## config.mk

```make
export PLATFORM = sky130hd
export DESIGN_NAME = windowed_frame_rate_meter
export DESIGN_NICKNAME = d
export VERILOG_FILES = /design/src/hdl/wfrm_pkg.sv /design/src/hdl/windowed_frame_rate_meter.sv /design/src/hdl/wfrm_divider.sv
export VERILOG_INCLUDE_DIRS = /design/src /design/src/hdl
export SDC_FILE = /design/constraint.sdc
export NUM_CORES = 1
export LEC_CHECK = 0
export BUFFER_PORTS_ARGS = -buffer_cell sky130_fd_sc_hd__buf_4
export CAP_MARGIN = 20
export CORE_MARGIN = 1
export CORE_UTILIZATION = 40
export DETAILED_ROUTE_END_ITERATION = 12
export PLACE_DENSITY_LB_ADDON = 0.25
export REMOVE_ABC_BUFFERS = 1
export SYNTH_ARGS = -nofsm -noshare
export SYNTH_HDL_FRONTEND = slang
export SYNTH_HIERARCHICAL = 1
export SYNTH_SLANG_ARGS = --single-unit
```

## constraint.sdc

```tcl
create_clock -name aclk -period 9.6 [get_ports aclk]
set_input_delay 1.92 -clock aclk [delete_from_list [all_inputs] [get_ports aclk]]
set_output_delay 1.92 -clock aclk [all_outputs]
set_load 0.005 [all_outputs]
```

## src/hdl/windowed_frame_rate_meter_defines.svh

```systemverilog
// Assertion helpers used by the frame rate meter module.
// Every macro samples on aclk and is disabled while aresetn is low.
`ifndef WINDOWED_FRAME_RATE_METER_DEFINES_SVH
`define WINDOWED_FRAME_RATE_METER_DEFINES_SVH

// Same-cycle implication between two conditions.
`define WFRM_ASSERT_NOW(label, ante, cons, msg) \
    label: assert property (@(posedge aclk) disable iff (!aresetn) \
        (ante) |-> (cons)) else $error(msg);

// Implication into the following cycle.
`define WFRM_ASSERT_NEXT(label, ante, cons, msg) \
    label: assert property (@(posedge aclk) disable iff (!aresetn) \
        (ante) |=> (cons)) else $error(msg);

`endif

```

## src/hdl/wfrm_pkg.sv

```systemverilog
`default_nettype none

package wfrm_pkg;

    // Default depth of the delay ring.
    localparam int WINDOW_DEF = 16;

    // Fixed field widths.
    localparam int TICK_W  = 32;
    localparam int DELAY_W = 16;
    localparam int RATE_W  = 26;
    localparam int FRAMES_W = 9;

    // Largest stored delay in milliseconds.
    localparam logic [DELAY_W-1:0] DELAY_MAX = 16'hFFFF;

    // 1000 frames per second scaled by 256 for the fraction bits.
    localparam logic [RATE_W-1:0] FRAME_SCALE = 26'd256000;

    // Saturated rate reported for a zero delay sum.
    localparam logic [RATE_W-1:0] RATE_SAT = 26'd65536000;

    // Request kinds carried on the input tuser bit.
    localparam logic ACTION_START = 1'b0;
    localparam logic ACTION_FRAME = 1'b1;

    // Sequencer states.
    typedef enum logic [2:0] {
        ST_IDLE,
        ST_UPDATE,
        ST_LAUNCH,
        ST_DIVIDE,
        ST_FINISH
    } state_t;

endpackage

`default_nettype wire

```

## src/hdl/windowed_frame_rate_meter.sv

```systemverilog
// Windowed frame rate meter.
//
// The input stream carries one request per event: tuser bit 0 is the kind
// (0 starts a new measurement and clears the window, 1 marks a finished
// frame) and tdata holds the 32-bit millisecond timestamp. Every request
// produces exactly one result on the output stream: the rate in frames per
// second with 8 fraction bits, the number of delays averaged, and a flag
// set when the summed delay was zero and the rate saturated.
//
// A start request goes straight to the finish step. A frame request passes
// through the update of the running sum, the launch of the serial divider,
// the divide step in which the divider forms the quotient bits, the take of
// the quotient and the load of the output register. A frame with a zero
// delay sum skips the divider. The divider serves one frame at a time and
// s_tready is high only while the sequencer is idle.
//
// The finished result sits in an output register. If the receiver stalls,
// the next request is still accepted and processed, and the sequencer holds
// its result until the output register is free. Reset empties the window,
// zeroes the stored timestamp and drops any pending result.

`default_nettype none

`include "windowed_frame_rate_meter_defines.svh"

module windowed_frame_rate_meter #(
    parameter int WINDOW = wfrm_pkg::WINDOW_DEF
) (
    input  wire logic        aclk,
    input  wire logic        aresetn,
    input  wire logic        s_tvalid,
    output logic             s_tready,
    input  wire logic [31:0] s_tdata,   // [31:0] tick_ms
    input  wire logic [0:0]  s_tuser,   // [0] action
    output logic             m_tvalid,
    input  wire logic        m_tready,
    output logic      [39:0] m_tdata    // [25:0] rate_q8, [34:26] frames_in_window,
                                        // [35] zero_time, [39:36] zero
);

    localparam int SLOT_W = (WINDOW > 1) ? $clog2(WINDOW) : 1;
    localparam int CNT_W  = $clog2(WINDOW + 1);
    localparam int SUM_W  = $clog2(WINDOW * 65535 + 1);
    localparam int TICK_W  = wfrm_pkg::TICK_W;
    localparam int DELAY_W = wfrm_pkg::DELAY_W;
    localparam int RATE_W  = wfrm_pkg::RATE_W;
    localparam int FRAMES_W = wfrm_pkg::FRAMES_W;

    wfrm_pkg::state_t state_reg, state_next;

    logic [DELAY_W-1:0] ring_mem [WINDOW];

    logic [TICK_W-1:0]  last_stamp_reg;
    logic [SLOT_W-1:0]  slot_reg;
    logic [CNT_W-1:0]   filled_reg;
    logic [SUM_W-1:0]   sum_reg;
    logic [DELAY_W-1:0] delay_reg;
    logic [DELAY_W-1:0] rd_data_reg;
    logic [RATE_W-1:0]  num_reg;
    logic [RATE_W-1:0]  rate_reg;
    logic               zero_reg;
    logic               m_tvalid_reg;
    logic [39:0]        m_tdata_reg;

    logic               s_accept;
    logic               div_start;
    logic               div_done;
    logic [RATE_W-1:0]  div_quotient;
    logic               out_free;
    logic               out_load;
    logic [TICK_W-1:0]  elapsed;
    logic [DELAY_W-1:0] delay_sat;
    logic               old_valid;
    logic [SUM_W-1:0]   old_delay;
    logic [SUM_W-1:0]   sum_upd;
    logic [CNT_W-1:0]   filled_upd;
    logic [SLOT_W-1:0]  slot_upd;

    assign s_accept = s_tvalid && s_tready;
    assign out_free = !m_tvalid_reg || m_tready;

    // Delay since the previous timestamp, saturated to 16 bits.
    always_comb begin
        elapsed   = s_tdata - last_stamp_reg;
        delay_sat = (|elapsed[TICK_W-1:DELAY_W]) ? wfrm_pkg::DELAY_MAX
                                                 : elapsed[DELAY_W-1:0];
    end

    // Running sum update; entries past the fill count are treated as zero.
    always_comb begin
        old_valid  = (CNT_W'(slot_reg) < filled_reg);
        old_delay  = old_valid ? SUM_W'(rd_data_reg) : '0;
        sum_upd    = sum_reg - old_delay + SUM_W'(delay_reg);
        filled_upd = (filled_reg < CNT_W'(WINDOW)) ? filled_reg + 1'b1 : filled_reg;
        slot_upd   = (slot_reg == SLOT_W'(WINDOW - 1)) ? '0 : slot_reg + 1'b1;
    end

    // Next state of the sequencer.
    always_comb begin
        state_next = state_reg;
        unique case (state_reg)
            wfrm_pkg::ST_IDLE: begin
                if (s_accept) begin
                    state_next = (s_tuser[0] == wfrm_pkg::ACTION_START)
                               ? wfrm_pkg::ST_FINISH : wfrm_pkg::ST_UPDATE;
                end
            end
            wfrm_pkg::ST_UPDATE: begin
                state_next = (sum_upd == '0) ? wfrm_pkg::ST_FINISH : wfrm_pkg::ST_LAUNCH;
            end
            wfrm_pkg::ST_LAUNCH: begin
                state_next = wfrm_pkg::ST_DIVIDE;
            end
            wfrm_pkg::ST_DIVIDE: begin
                if (div_done) begin
                    state_next = wfrm_pkg::ST_FINISH;
                end
            end
            wfrm_pkg::ST_FINISH: begin
                if (out_free) begin
                    state_next = wfrm_pkg::ST_IDLE;
                end
            end
            default: begin
                state_next = wfrm_pkg::ST_IDLE;
            end
        endcase
    end

    // Sequencer outputs.
    always_comb begin
        s_tready  = 1'b0;
        div_start = 1'b0;
        out_load  = 1'b0;
        unique case (state_reg)
            wfrm_pkg::ST_IDLE:   s_tready  = 1'b1;
            wfrm_pkg::ST_LAUNCH: div_start = 1'b1;
            wfrm_pkg::ST_FINISH: out_load  = out_free;
            default: begin
            end
        endcase
    end

    // Serial divider for the rate.
    wfrm_divider #(
        .NUM_W (RATE_W),
        .DEN_W (SUM_W)
    ) u_divider (
        .aclk     (aclk),
        .aresetn  (aresetn),
        .start    (div_start),
        .dividend (num_reg),
        .divisor  (sum_reg),
        .quotient (div_quotient),
        .done     (div_done)
    );

    // Delay ring: read at acceptance, written during the update.
    always_ff @(posedge aclk) begin
        if (s_accept) begin
            rd_data_reg <= ring_mem[slot_reg];
        end
        if (state_reg == wfrm_pkg::ST_UPDATE) begin
            ring_mem[slot_reg] <= delay_reg;
        end
    end

    // Window state and output register control.
    always_ff @(posedge aclk) begin
        if (!aresetn) begin
            state_reg      <= wfrm_pkg::ST_IDLE;
            last_stamp_reg <= '0;
            slot_reg       <= '0;
            filled_reg     <= '0;
            sum_reg        <= '0;
            m_tvalid_reg   <= 1'b0;
        end else begin
            state_reg <= state_next;
            if (s_accept) begin
                last_stamp_reg <= s_tdata;
                if (s_tuser[0] == wfrm_pkg::ACTION_START) begin
                    slot_reg   <= '0;
                    filled_reg <= '0;
                    sum_reg    <= '0;
                end
            end
            if (state_reg == wfrm_pkg::ST_UPDATE) begin
                slot_reg   <= slot_upd;
                filled_reg <= filled_upd;
                sum_reg    <= sum_upd;
            end
            if (out_load) begin
                m_tvalid_reg <= 1'b1;
            end else if (m_tready) begin
                m_tvalid_reg <= 1'b0;
            end
        end
    end

    // Result datapath.
    always_ff @(posedge aclk) begin
        if (s_accept) begin
            delay_reg <= delay_sat;
            rate_reg  <= '0;
            zero_reg  <= 1'b0;
        end
        if (state_reg == wfrm_pkg::ST_UPDATE) begin
            num_reg <= RATE_W'(filled_upd) * wfrm_pkg::FRAME_SCALE;
            if (sum_upd == '0) begin
                rate_reg <= wfrm_pkg::RATE_SAT;
                zero_reg <= 1'b1;
            end
        end
        if ((state_reg == wfrm_pkg::ST_DIVIDE) && div_done) begin
            rate_reg <= div_quotient;
            zero_reg <= 1'b0;
        end
        if (out_load) begin
            m_tdata_reg <= {4'b0, zero_reg, FRAMES_W'(filled_reg), rate_reg};
        end
    end

    assign m_tvalid = m_tvalid_reg;
    assign m_tdata  = m_tdata_reg;

    // Checks on the sequencer and the window bookkeeping.
    `WFRM_ASSERT_NOW(a_fill_bound, 1'b1, filled_reg <= CNT_W'(WINDOW),
        "fill count exceeds the window depth")
    `WFRM_ASSERT_NEXT(a_frame_goes_update,
        s_accept && (s_tuser[0] == wfrm_pkg::ACTION_FRAME),
        state_reg == wfrm_pkg::ST_UPDATE,
        "frame request did not enter the update step")
    `WFRM_ASSERT_NOW(a_zero_saturates, m_tvalid_reg && m_tdata_reg[35],
        m_tdata_reg[25:0] == wfrm_pkg::RATE_SAT,
        "zero delay flag without saturated rate")
    `WFRM_ASSERT_NOW(a_divider_only_when_dividing, div_done,
        state_reg == wfrm_pkg::ST_DIVIDE,
        "divider finished outside the divide step")

endmodule

`default_nettype wire

```

## src/hdl/wfrm_divider.sv

```systemverilog
`default_nettype none

// Restoring divider, one quotient bit per cycle.
module wfrm_divider #(
    parameter int NUM_W = 26,
    parameter int DEN_W = 20
) (
    input  wire logic             aclk,
    input  wire logic             aresetn,
    input  wire logic             start,
    input  wire logic [NUM_W-1:0] dividend,
    input  wire logic [DEN_W-1:0] divisor,
    output logic      [NUM_W-1:0] quotient,
    output logic                  done
);

    localparam int CNT_W = $clog2(NUM_W + 1);

    logic [DEN_W-1:0] rem_reg, rem_next;
    logic [NUM_W-1:0] quo_reg, quo_next;
    logic [DEN_W-1:0] den_reg;
    logic [CNT_W-1:0] cnt_reg, cnt_next;
    logic             busy_reg, busy_next;
    logic             done_reg, done_next;
    logic [DEN_W:0]   trial;
    logic [DEN_W:0]   diff;
    logic             take;

    // One shift-and-subtract step of the partial remainder.
    always_comb begin
        trial = {rem_reg, quo_reg[NUM_W-1]};
        diff  = trial - {1'b0, den_reg};
        take  = (trial >= {1'b0, den_reg});
    end

    always_comb begin
        rem_next  = rem_reg;
        quo_next  = quo_reg;
        cnt_next  = cnt_reg;
        busy_next = busy_reg;
        done_next = 1'b0;
        if (start) begin
            rem_next  = '0;
            quo_next  = dividend;
            cnt_next  = CNT_W'(NUM_W);
            busy_next = 1'b1;
        end else if (busy_reg) begin
            rem_next = take ? diff[DEN_W-1:0] : trial[DEN_W-1:0];
            quo_next = {quo_reg[NUM_W-2:0], take};
            cnt_next = cnt_reg - 1'b1;
            if (cnt_reg == CNT_W'(1)) begin
                busy_next = 1'b0;
                done_next = 1'b1;
            end
        end
    end

    // Control flags are reset; the datapath is not.
    always_ff @(posedge aclk) begin
        if (!aresetn) begin
            busy_reg <= 1'b0;
            done_reg <= 1'b0;
            cnt_reg  <= '0;
        end else begin
            busy_reg <= busy_next;
            done_reg <= done_next;
            cnt_reg  <= cnt_next;
        end
    end

    always_ff @(posedge aclk) begin
        rem_reg <= rem_next;
        quo_reg <= quo_next;
        if (start) begin
            den_reg <= divisor;
        end
    end

    assign quotient = quo_reg;
    assign done     = done_reg;

endmodule

`default_nettype wire
```

# Word-level counts from Yosys, hierarchy flattened
# Memories as Yosys holds them, arrays and structs flattened. A register that Yosys moved wholly into a read port is not among the register bits.
# Cells that the tools add are included.
op_classes:
  mul: 1
  addsub: 7
  magnitude_cmp: 3
  reduce_logical: 14
  bitwise: 2
  mux: 41
  eq_ne: 10
op_table:
  columns: ["operator", "n"]
  rows:
  - ["2-to-1 mux 26 bit", 5]
  - ["2-to-1 mux 20 bit", 4]
  - ["subtractor 32 bit", 1]
  - ["2-to-1 mux 5 bit", 6]
  - ["2-to-1 mux 23 bit", 1]
  - ["greater-or-equal comparator 21 x 20 -> 1 bit", 1]
  - ["adder 20 x 16 -> 20 bit", 1]
  - ["zero test 20 bit", 1]
  - ["subtractor 20 x 16 -> 20 bit", 1]
  - ["subtractor 20 bit", 1]
  - ["2-to-1 mux 16 bit", 1]
  - ["2-to-1 mux 4 bit", 4]
  - ["OR reduction 16 bit", 1]
  - ["2-to-1 mux 3 bit", 5]
  - ["case mux 3 bit (5 select lines)", 1]
  - ["2-to-1 mux 1 bit", 14]
  - ["multiplier 5 x 7 -> 12 bit (second input constant)", 1]
  - ["equality test 3 x 2 -> 1 bit (second input constant)", 2]
  - ["nonzero test 2 bit", 3]
  - ["adder 5 x 1 -> 5 bit (second input constant)", 1]
  - ["equality test 5 x 1 -> 1 bit (second input constant)", 1]
  - ["less-than comparator 4 x 5 -> 1 bit", 1]
  - ["less-than comparator 5 bit (second input constant)", 1]
  - ["subtractor 5 x 1 -> 5 bit (second input constant)", 1]
  - ["other kinds (15)", 19]
word_totals:
  n_memories: 1
  mem_bits_rw: 256
  register_bits: 225
  out_inout_bits: 42
memory_table:
  columns: ["name", "words", "width", "read_ports", "rd_ports_with_merged_regs", "write_ports", "line", "source"]
  rows:
  - ["ring_mem", 16, 16, 1, 1, 1, "windowed_frame_rate_meter.sv:51", "logic [DELAY_W-1:0] ring_mem [WINDOW];"]

# Depth between registers and ports, before layout
depth:
  ltp_word: 8
  ltp_mapped: 22
  mapped_depth_nobuf: 20

# Cells and area by module
# The synthesis kept the hierarchy.
modules_own_cells:
  columns: ["mod", "area_per_inst_um2", "seq_area_each_um2", "instances", "cells_per_inst"]
  rows:
  - ["windowed_frame_rate_meter", 20474.6, 11811.3, 1, 1587]
  - ["wfrm_divider", 4003.8, 1921.8, 1, 376]

# Worst setup path before layout
# No wires, ideal clock.
synth_timing:
  kind: "register to register"
  from: "register filled_reg[1]"
  to: "register state_reg[1]"
  arrival_ns: 4.644
  stages_incl_launch_ff: 21
  setup_slack_ns: 4.829
  required_ns: 9.473
  setup_time_ns: 0.127
  cell_sequence: "dfxtp_1 > inv_1 > ha_1 > a21boi_0 > o21ai_0 > nand2b_1 > a21oi_1 > nor2_1 > clkbuf_1 > nor2b_1 > fa_1 > inv_1 > ha_1 > a21o_1 > and4_1 > or3_4 > a2111oi_2 > o2111ai_1 > or4_1 > o41ai_1 > nand2_1"
synth_via:
  elab_chain_cells: 7
synth_rtl:
  columns: ["element", "line", "source"]
  rows:
  - ["start, declared", "windowed_frame_rate_meter.sv:55", "logic [CNT_W-1:0] filled_reg;"]
  - ["start signal, assigned", "windowed_frame_rate_meter.sv:189", "filled_reg <= filled_upd;"]
  - ["less-than comparator 4 x 5 -> 1 bit", "windowed_frame_rate_meter.sv:91", "old_valid = (CNT_W'(slot_reg) < filled_reg);"]
  - ["2-to-1 mux 16 bit", "windowed_frame_rate_meter.sv:92", "old_delay = old_valid ? SUM_W'(rd_data_reg) : '0;"]
  - ["subtractor 20 x 16 -> 20 bit", "windowed_frame_rate_meter.sv:93", "sum_upd = sum_reg - old_delay + SUM_W'(delay_reg);"]
  - ["adder 20 x 16 -> 20 bit", "windowed_frame_rate_meter.sv:93", null]
  - ["zero test 20 bit", "windowed_frame_rate_meter.sv:109", "state_next = (sum_upd == '0) ? wfrm_pkg::ST_FINISH : wfrm_pkg::ST_LAUNCH;"]
  - ["2-to-1 mux 3 bit", "windowed_frame_rate_meter.sv:109", null]
  - ["case mux 3 bit (5 select lines)", "windowed_frame_rate_meter.sv:101", "unique case (state_reg)"]
  - ["end signal, assigned", "windowed_frame_rate_meter.sv:171", "state_reg <= wfrm_pkg::ST_IDLE;"]
  - ["end signal, assigned", "windowed_frame_rate_meter.sv:178", "state_reg <= state_next;"]
  - ["end, declared", "windowed_frame_rate_meter.sv:49", "wfrm_pkg::state_t state_reg, state_next;"]
# Every way passes these cells.
# A chain may end at the register's enable or synchronous reset.

# Final worst setup path
layout_timing:
  from: "register slot_reg[1]"
  to: "register rate_reg[0]"
layout_via:
  elab_chain_cells: 8
layout_rtl:
  columns: ["element", "line", "source"]
  rows:
  - ["start, declared", "windowed_frame_rate_meter.sv:54", "logic [SLOT_W-1:0] slot_reg;"]
  - ["start signal, assigned", "windowed_frame_rate_meter.sv:188", "slot_reg <= slot_upd;"]
  - ["less-than comparator 4 x 5 -> 1 bit", "windowed_frame_rate_meter.sv:91", null]
  - ["2-to-1 mux 16 bit", "windowed_frame_rate_meter.sv:92", null]
  - ["subtractor 20 x 16 -> 20 bit", "windowed_frame_rate_meter.sv:93", null]
  - ["adder 20 x 16 -> 20 bit", "windowed_frame_rate_meter.sv:93", null]
  - ["zero test 20 bit", "windowed_frame_rate_meter.sv:209", "if (sum_upd == '0) begin"]
  - ["2-to-1 mux 26 bit", "windowed_frame_rate_meter.sv:209", null]
  - ["2-to-1 mux 26 bit", "windowed_frame_rate_meter.sv:207", "if (state_reg == wfrm_pkg::ST_UPDATE) begin"]
  - ["2-to-1 mux 26 bit", "windowed_frame_rate_meter.sv:214", "if ((state_reg == wfrm_pkg::ST_DIVIDE) && div_done) begin"]
  - ["end signal, assigned", "windowed_frame_rate_meter.sv:210", "rate_reg <= wfrm_pkg::RATE_SAT;"]
  - ["end signal, assigned", "windowed_frame_rate_meter.sv:215", "rate_reg <= div_quotient;"]
  - ["end, declared", "windowed_frame_rate_meter.sv:60", "logic [RATE_W-1:0] rate_reg;"]
# Every way passes these cells.

==> flow_summary.json <==
{
  "outcome": "complete, no violations",
  "n_antenna_cell": 0,
  "hold_path_depth": 0,
  "hold_violations": 0,
  "dp_hpwl_mm": 35.7,
  "rows": 90,
  "setup_viol": 0,
  "power_switching_mw": 2.35,
  "ir_drop_v": 0.000133,
  "portBuffers": 70,
  "wl_per_cell_um": 19.0,
  "synth_edf_count": 378,
  "clk_pin_slew_ns": 0.06,
  "ys.flop_type": "edfxtp_1",
  "clockBufferDepth": 3,
  "internal-power_mw": 4.49,
  "worstSetupStartpointType": "register",
  "largest_reg_flops": 256,
  "p_seq_frac": 0.386,
  "finalClockSkew_ns": 0.0579,
  "synth.area.top_cells": "edfxtp_1 (46%), dfxtp_1 (9.7%), mux4_2 (7.4%)",
  "grt_max_degree": 71,
  "critPathRequiredTime_ns": 10.02,
  "regArea_mm2": 0.0137,
  "die-area_mm2": 0.0622,
  "synthDistinctLibCells": 86,
  "pre_cts_ws_ns": 3.45,
  "synth_top_area_cell": "edfxtp_1",
  "synth_top_area_frac": 0.464,
  "cts_made_buffers": 50,
  "vias": 15348,
  "post-cts-setup-buffers": 0,
  "clkPwrFrac": 0.271,
  "sw_frac_of_total": 0.343,
  "grt_pass1_wl_mm": 85.6,
  "overflow": 0,
  "slew_headroom": 0.283,
  "drt-total-wl_mm": 54.4,
  "drt_first_pass_iters": 7,
  "min_period_ns": 6.13,
  "max_slew.worst_pin.slew_ns": 1.08,
  "cts_tree": "done",
  "period_share": 0.638,
  "tns_ns": 0,
  "multi_input_area_mm2": 0.00984,
  "synthArstFlopShare": 0,
  "antenna_found_initial": 0,
  "drive_above_1_share": 0.155,
  "placed_cell_area_mm2": 0.0260,
  "routabilityCongestion": 0.863,
  "cp.arrival_ns": 6.54,
  "finalInstanceArea_mm2": 0.0275,
  "rrSetupSlack_ns": 3.47,
  "cts_max_level": 2,
  "post_cts_resized": 0,
  "die_height_um": 249,
  "maxSlewViolCount": 0,
  "fin_ws_ns": 3.47,
  "path_max_fanout": 70,
  "vias_per_cell": 5.34,
  "pwr_density_cell_mw_per_mm2": 248,
  "post-route-util": 0.456,
  "clkLatencyLatePin_ns": 0.62,
  "grt_pass1_vias": 15366,
  "synthToLayoutAreaGrowth_pct": 12.5,
  "clock-root-buffer": "clkbuf_16",
  "yosysWarnings": 6,
  "drc_errors": 0,
  "yosysSeqAreaShare": 0.561,
  "core_mm2": 0.0604,
  "r2r-end": "rate_reg[0]",
  "holdCritPathClass": "register to register",
  "rsz0062_at_grt": "false",
  "min-delay-start": "rate_reg[14]",
  "critPathKind": "register to register",
  "postRouteAntennaNets": 0,
  "timing.fmax_ghz": 0.163,
  "cts.sinks": 497,
  "start_util": 0.406,
  "ys_seq_elements": 497,
  "syn_inst": 1963,
  "hold_buffers": 0,
  "syn_area_mm2": 0.0245,
  "grt_use_total": 0.175,
  "rr_startpoint": "slot_reg[1]",
  "avgSynthCellArea_um2": 12.5,
  "finalNetCount": 2219,
  "crit_path_end_kind": "register",
  "die_width_um": 249,
  "min_to": "m_tdata[14]",
  "cellLeakagePower_nw": 9.65,
  "reg2regPathDepth": 20,
  "drtIter0Drc": 957,
  "cap_violations": 0,
  "ios": 79,
  "combPwrFrac": 0.343,
  "nFillCells": 5418
}
==> worst max-delay path: stages, from the launching register on <==
cell and delay, ns:
dfxtp_2 0.31, buf_4 0.79, ha_1 0.38, a21boi_0 0.12, o21ai_0 0.18, nand2b_1 0.08
a21oi_1 0.14, nor2_1 0.05, buf_4 0.20, nor2b_1 0.16, fa_1 0.43, inv_1 0.11
ha_1 0.24, a21o_1 0.21, and4_1 0.24, o211ai_1 0.29, a2111oi_0 0.18, or3_1 0.35
a222oi_1 0.53, and4b_1 0.74, o21ai_0 0.19
==> per-layer routing <==
layer | global-route usage | vias to the layer above | share of wire
met1 | 0.236 | 7488 | 0.45
met4 | 0.0504 | 0 | 0.022
met3 | 0.0265 | 77 | 0.051
met2 | 0.292 | 375 | 0.48
met5 | 0 | - | 0
li1 | - | 7408 | -
==> logic make-up after synthesis <==
| kind of cell | after synthesis | synth area share |
|---|---|---|
| and+or+nand+nor | 500 | 0.102 |
| DFF | 497 | 0.561 |
| AOI/OAI and AO/OA | 404 | 0.111 |
| buffers and inverters | 259 | 0.0417 |
| adders and majority gates | 130 | 0.0750 |
| muxes | 115 | 0.0894 |
| xor gates and xnor gates | 57 | 0.0204 |
| other | 1 | 0.000153 |
==> final cells by class <==
type                            count  area share
Clock buffer                       69      0.0491
Clock inverter                     21     0.00673
Inverter                          171      0.0233
Multi-Input combinational cell   1228       0.358
Sequential cell                   497       0.499
Tap cell                          782      0.0355
Timing Repair Buffer              104      0.0286
==> stage by stage <==
| step | cells | power (mW) | hold slack [ns] |
|---|---|---|---|
| floorplan | 1896 | 4.47 | 0.408 |
| global placement | 2779 | 4.97 | 0.416 |
| detailed placement | 2780 | 5.01 | 0.421 |
| CTS | 2870 | 6.88 | 0.435 |
| global route | 2872 | 7.27 | 0.444 |
| finish | 2872 | 6.84 | 0.431 |
==> worst max-delay path by stage <==
stage / depth (start not counted) / endpoint / slack, ns / start
3_5_place_dp: 20 / rate_reg[11] / 3.45 / slot_reg[1]
5_1_grt: 20 / rate_reg[15] / 2.99 / slot_reg[1]
4_1_cts: 20 / rate_reg[0] / 3.37 / slot_reg[1]
3_3_place_gp: 20 / rate_reg[4] / 3.50 / slot_reg[1]
2_1_floorplan: 18 / state_reg[1] / 2.17 / slot_reg[0]
6_report: 20 / rate_reg[0] / 3.47 / slot_reg[1]
==> power groups by stage <==
stage / combinational (mW) / sequential [mW] / clock [mW]
finish: 2.35 / 2.64 / 1.85
global route: 2.63 / 2.66 / 1.98
CTS: 2.33 / 2.64 / 1.90
detailed placement: 2.32 / 2.69 / 0
global placement: 2.29 / 2.68 / 0
floorplan: 1.82 / 2.65 / 0
==> placed cells by master, fill, tap and decap left out, types with 14 or more instances in the layout <==
cell         n
mux2_2      29
conb_1      22
or3_1       15
ha_1       102
nor3_1      26
nor2b_1     52
mux4_2      80
a21boi_0    39
nand2_1    161
nor2_1      95
nand3_1     39
inv_1      169
dfxtp_1    117
clkbuf_1    16
o21ai_0     87
nand2b_1    22
a211oi_1    14
xor2_1      21
o211ai_1    14
a21oi_1    105
nand4_1     26
xnor2_1     36
a22oi_1     25
clkbuf_16   50
buf_4      102
edfxtp_1   378
a21o_1      20
fa_1        28
==> cells in the mapped netlist, types with 5 or more instances <==
library cell and instances:
nor2b_1 52, o31ai_1 6, o21bai_1 5, a21oi_1 105, or2_2 5, a21boi_0 39, nor4_1 5, a31oi_1 7
buf_4 8, clkbuf_1 59, nand2_1 162, a211o_1 11, buf_2 8, and4_1 8, nor2_1 98, and2_1 8
xnor2_1 36, a211oi_1 14, and3_1 8, nand4_1 26, or3_1 15, o211ai_1 14, mux2_2 29, o21ai_0 87
buf_1 11, o21a_1 13, nand4b_1 5, mux2i_1 6, nor3_1 30, fa_1 28, edfxtp_1 378, ha_1 102
nand2b_1 22, a22oi_1 25, nand3_1 39, xor2_1 21, a21o_1 20, inv_1 170, dfxtp_1 119, mux4_2 80
a32oi_1 7
Power figures use the tool's default switching activity.
